<file path="config.mk">
export PLATFORM = sky130hd
export DESIGN_NAME = vkl_queue
export DESIGN_NICKNAME = d
export VERILOG_FILES = /design/src/hw/rtl/vkl_pkg.sv /design/src/hw/rtl/vkl_queue.sv
export SDC_FILE = /design/constraint.sdc
export NUM_CORES = 1
export LEC_CHECK = 0
export BUFFER_PORTS_ARGS = -buffer_cell sky130_fd_sc_hd__buf_4
export CAP_MARGIN = 5
export CORE_MARGIN = 2
export CORE_UTILIZATION = 52
export CTS_BUF_LIST = sky130_fd_sc_hd__clkbuf_16
export CTS_CLUSTER_SIZE = 24
export DETAILED_ROUTE_END_ITERATION = 10
export PLACE_DENSITY = 0.84
export SETUP_SLACK_MARGIN = 0.15
export SLEW_MARGIN = 20
export SYNTH_ARGS = -nofsm -noshare
export SYNTH_HDL_FRONTEND = slang
export SYNTH_SLANG_ARGS = --single-unit
</file>
<file path="constraint.sdc">
create_clock -name clk_i -period 1.7 [get_ports clk_i]
set_input_delay 0.34 -clock clk_i [delete_from_list [all_inputs] [get_ports clk_i]]
set_output_delay 0.34 -clock clk_i [all_outputs]
set_load 0.005 [all_outputs]
</file>
<file path="src/hw/rtl/vkl_pkg.sv">
// Shared types and constants of the key period estimator.
package vkl_pkg;

  localparam int unsigned MAX_LETTERS = 4096;
  localparam logic [4:0]  MAX_PERIOD  = 5'd20;
  localparam int unsigned ALPHABET    = 32;
  localparam int unsigned QUEUE_DEPTH = 4;

  localparam logic [7:0] LETTER_FIRST = 8'd192;
  localparam logic [7:0] LETTER_LAST  = 8'd223;

  localparam logic [4:0] NO_PERIOD = 5'd1;

  localparam logic [6:0] IC_LOW_RESET  = 7'd20;
  localparam logic [6:0] IC_HIGH_RESET = 7'd25;
  localparam logic [4:0] MIN_P_RESET   = 5'd3;
  localparam logic [4:0] MAX_P_RESET   = 5'd20;

  localparam logic [1:0] CFG_IC_LOW  = 2'd0;
  localparam logic [1:0] CFG_IC_HIGH = 2'd1;
  localparam logic [1:0] CFG_MIN_P   = 2'd2;
  localparam logic [1:0] CFG_MAX_P   = 2'd3;

  typedef struct packed {
    logic [7:0] text_byte;
    logic       is_last;
  } vkl_in_t;

  typedef struct packed {
    logic [4:0] key_period;
    logic       overflowed;
  } vkl_out_t;

  typedef struct packed {
    logic       is_letter;
    logic [4:0] letter;
    logic       is_last;
  } vkl_entry_t;

  typedef enum logic [3:0] {
    ST_LOAD,
    ST_PSTART,
    ST_DIV,
    ST_GSTART,
    ST_SCAN,
    ST_SUM,
    ST_SUMF,
    ST_MUL,
    ST_CMP,
    ST_RESULT
  } vkl_state_e;

endpackage

</file>
<file path="src/hw/rtl/vkl_queue.sv">
// Short queue that decouples the input side from the analysis side.
module vkl_queue (
  input  logic                clk_i,
  input  logic                rst_ni,
  input  logic                push_i,
  input  vkl_pkg::vkl_entry_t entry_i,
  output logic                full_o,
  input  logic                pop_i,
  output vkl_pkg::vkl_entry_t entry_o,
  output logic                empty_o
);
  import vkl_pkg::*;

  localparam int unsigned QAW = $clog2(QUEUE_DEPTH);

  vkl_entry_t   slot_q [QUEUE_DEPTH];
  logic [QAW:0] wr_ptr_q, wr_ptr_d;
  logic [QAW:0] rd_ptr_q, rd_ptr_d;

  assign empty_o = (wr_ptr_q == rd_ptr_q);
  assign full_o  = (wr_ptr_q[QAW] != rd_ptr_q[QAW]) &&
                   (wr_ptr_q[QAW-1:0] == rd_ptr_q[QAW-1:0]);
  assign entry_o = slot_q[rd_ptr_q[QAW-1:0]];

  assign wr_ptr_d = wr_ptr_q + (QAW+1)'(push_i);
  assign rd_ptr_d = rd_ptr_q + (QAW+1)'(pop_i);

  always_ff @(posedge clk_i or negedge rst_ni) begin
    if (!rst_ni) begin
      wr_ptr_q <= '0;
      rd_ptr_q <= '0;
    end else begin
      wr_ptr_q <= wr_ptr_d;
      rd_ptr_q <= rd_ptr_d;
    end
  end

  always_ff @(posedge clk_i) begin
    if (push_i) begin
      slot_q[wr_ptr_q[QAW-1:0]] <= entry_i;
    end
  end

endmodule

</file>
; Word-level counts from Yosys, hierarchy flattened
; Memories as Yosys holds them, arrays and structs flattened.
; Cells that the tools add are included.
[op_classes]
muxes = 2
n_addsub = 2
n_reduce_logical = 1
eq_ne = 3
[op_table]
columns = op, n
row1 = adder 3 x 1 -> 3 bit, 2
row2 = == test 3 bit, 1
row3 = == test 2 bit, 1
row4 = two-way mux 1 bit, 2
row5 = logical AND 1 bit, 1
row6 = != test 1 bit, 1
[word_totals]
regBits = 6
mem_bits_rw = 28
input_bits = 11
output_inout_bits = 9
elab_cells = 11
n_memories = 1
[mem_list]
columns = name, depth, word_bits, read_ports, rd_ports_with_merged_regs, write_ports, line
row1 = slot_q, 4, 7, 1, 0, 1, vkl_queue.sv:16  ; vkl_entry_t slot_q [QUEUE_DEPTH];

; Logic depth before layout (Yosys ltp)
[depth]
ltp_word = 2
depth_mapped = 3
depth_no_buf = 3

; Least setup slack after synthesis
; No wires, ideal clock.
[synth_timing]
path_type = flip-flop to flip-flop
start = register wr_ptr_q[0]
end = memory slot_q[0][0] in the netlist's numbering (enable)
path_slack_ps = 276
arrival_time_ps = 1042
stages_incl_launch_ff = 2
setup_time_ps = 382
period_less_slack_ps = 1424
t_required_ps = 1318
path_buffers = 0
path_cell_list = dfrtp_1 nor3b_1
[synth_lines]
columns = element, line
row1 = from (decl), vkl_queue.sv:17  ; logic [QAW:0] wr_ptr_q, wr_ptr_d;
row2 = from (signal assigned), vkl_queue.sv:33  ; wr_ptr_q <= wr_ptr_d;
row3 = to (decl), vkl_queue.sv:16
; No word-level cell before the write port.

==> impl_metrics.json <==
{
  "status": "finished with violations",
  "violations": "setup timing",
  "area_growth_pct": 30.7,
  "rsz0062_at_grt": "true",
  "grt_pass1_wl_mm": 3.39,
  "tritoncts": "done",
  "ios": 20,
  "placedCellCount": 111,
  "final_cells": 120,
  "highest_layer": "met4",
  "cp-start-kind": "register",
  "drv_cap": 0,
  "arrival_ns": 1.47,
  "dp_hpwl_mm": 1.46,
  "synth_top_area_share_pct": 64.6,
  "wl_met1_um": 835,
  "cts_setup_buffers": 0,
  "antenna_found_initial": 0,
  "muxShareOfSynthArea_pct": 12.1,
  "power_leakage_nw": 0.656,
  "io_buffers": 19,
  "report.final.setup_viol": 8,
  "synth_xor_area_share_pct": 3.37,
  "finalSetupTns_ns": -0.683,
  "period_needed_ns": 1.81,
  "slew_violations": 0,
  "cp_data_required_time_ns": 1.36,
  "root_buffer": "clkbuf_16",
  "rows": 18,
  "gr-total-overflow": 0,
  "period_share_pct": 107,
  "worstMarginPinSlew_ns": 0.386,
  "holdCritStartpoint": "entry_i[1]",
  "skew_ns": 0.00382,
  "synthesis.nets": 74,
  "ys_types": 14,
  "path_class": "reg2out",
  "dr_wl_met3_um": 135,
  "powerDensity_nw_per_um2": 1830,
  "cts_made_buffers": 5,
  "synth_compound_area_share_pct": 0,
  "hold_path_class": "in2reg",
  "clock-sinks": 34,
  "hold_viol": 0,
  "grt_max_degree": 11,
  "h-tree-depth": 2,
  "core_area_um2": 2430,
  "wire_per_inst_um": 17.5,
  "yosys.area_share.simple_pct": 3.27,
  "cp-startpoint": "rd_ptr_q[0]$_DFF_PN0_",
  "relSlewSlack_pct": 74.3,
  "clkSlewWorstSetupHoldPaths_ns": 0.05,
  "netlist_top_cells_area": "edfxtp_1 65%, mux4_2 12%, dfrtp_1 12%",
  "drt_iter0_markers": 11,
  "fin_util_pct": 69.9,
  "synth_top_family_by_area": "multiplexers",
  "ys.warnings.count": 0,
  "die_h_um": 54.0,
  "mostFrequentLayoutCell": "edfxtp_1",
  "synth_largest_area_cell": "edfxtp_1",
  "dieArea_um2": 2920,
  "cp-end-kind": "output port",
  "antennaDiodeCount": 0,
  "clockBufferDepth": 2,
  "avgSynthCellArea_um2": 22.1,
  "clock_latency_ns": 0.27,
  "yosys.area_share.adder_pct": 3.85,
  "drc_errors": 0,
  "wl_mm": 2.10,
  "rr_startpoint": "rd_ptr_q[0]$_DFF_PN0_",
  "fmax_mhz": 552,
  "route.met2.wl_mm": 1.07,
  "ys_ff_latch": 34,
  "worst_slack_ns": -0.112,
  "vdd_drop_max_v": 0.00146,
  "finalPower_mw": 3.11,
  "die_w_um": 54.0,
  "gp_congestion": 0.687,
  "crit_path_max_fanout": 5,
  "synth-seq-area-share_pct": 76.2,
  "start_util_pct": 53.5,
  "final_cell_mix": "28 x edfxtp_1, 15 x buf_4, 8 x buf_6",
  "routed_via_density": 5.53,
  "fin_nets": 104,
  "vias": 664,
  "fillers": 151,
  "drive_above_1_share_pct": 44.4,
  "ant_nets": 0,
  "synth_area_um2": 1300,
  "grtUsageTotal_pct": 18.9,
  "first_pass_iters": 4,
  "synthesis.instances": 59,
  "first_global_vias": 686
}
cell type report:
| cell class | instances | area (µm²) | area share (%) |
|---|---|---|---|
| clock buffer | 5 | 125 | 7.36 |
| clock inverter | 3 | 12.5 | 0.736 |
| multi-input combinational | 23 | 299 | 17.6 |
| sequential | 34 | 993 | 58.4 |
| tap | 30 | 37.5 | 2.21 |
| timing repair buffer | 25 | 233 | 13.7 |
stage by stage:
step | hold slack [ns] | area [µm²] | setup slack, ns
after floorplan | 0.0444 | 1300 | 0.276
after global placement | 0.150 | 1520 | 0.189
after detailed placement | 0.151 | 1520 | 0.150
after CTS | 0.262 | 1700 | -0.114
after global routing | 0.256 | 1700 | -0.161
final | 0.266 | 1700 | -0.112
cell usage after synthesis:
cell type  instances
nor2_1             1
mux4_2             7
dfrtp_1            6
buf_6              1
buf_2              1
edfxtp_1          28
ha_1               4
xnor2_1            1
xor2_1             4
and3b_1            1
nor3_1             1
and3_1             1
nor3b_1            2
nand2_1            1
power breakdown:
group / internal, mW / total (mW) / switching, mW
clock network: 0.527 / 0.815 / 0.289
registers: 1.13 / 1.28 / 0.153
logic: 0.629 / 1.01 / 0.384
final timing paths:
| kind | to | slack [ns] | depth (start not counted) |
|---|---|---|---|
| max in group asynchronous | rd_ptr_q[0]$_DFF_PN0_ | 1.16 | 2 |
| worst min-delay path | slot_q[1][1]$_DFFE_PP_ | 0.27 | 1 |
| worst min register to register | wr_ptr_q[2]$_DFF_PN0_ | 0.50 | 1 |
| worst max-delay path | entry_o[1] | -0.11 | 3 |
| min in group asynchronous | wr_ptr_q[0]$_DFF_PN0_ | 0.41 | 2 |
| worst max register to register | rd_ptr_q[2]$_DFF_PN0_ | 0.43 | 4 |
layer usage:
layer  vias up  track usage [%]
li1        296                -
met1       336             22.4
met2        25             27.6
met3         7             8.61
met4         0             12.5
met5         -                0
cell families (layout without fill, tap and decap cells):
| logic type | Yosys count | count (layout) |
|---|---|---|
| XOR/XNOR | 5 | 5 |
| adder cells (fa/ha/maj) | 4 | 4 |
| buffers and inverters | 2 | 33 |
| flip-flops | 34 | 34 |
| multiplexers | 7 | 7 |
| AND/OR/NAND/NOR | 7 | 7 |
worst max-delay path, cell delays in order (launching register included):
cell	delay [ns]
dfrtp_2	0.42
buf_12	0.13
mux4_2	0.51
buf_6	0.13
registers in the layout (all words and copies together) (netlist names):
name,cells
rd_ptr_q,3
wr_ptr_q,3
slot_q,28
repair_timing:
item	CTS	global route
gates resized for setup	10	1
hold buffers	1	0
pin swaps	0	0
endpoints found under the hold margin	6	0
endpoints found under the setup margin	9	9
(Power assumes the default switching activity.)
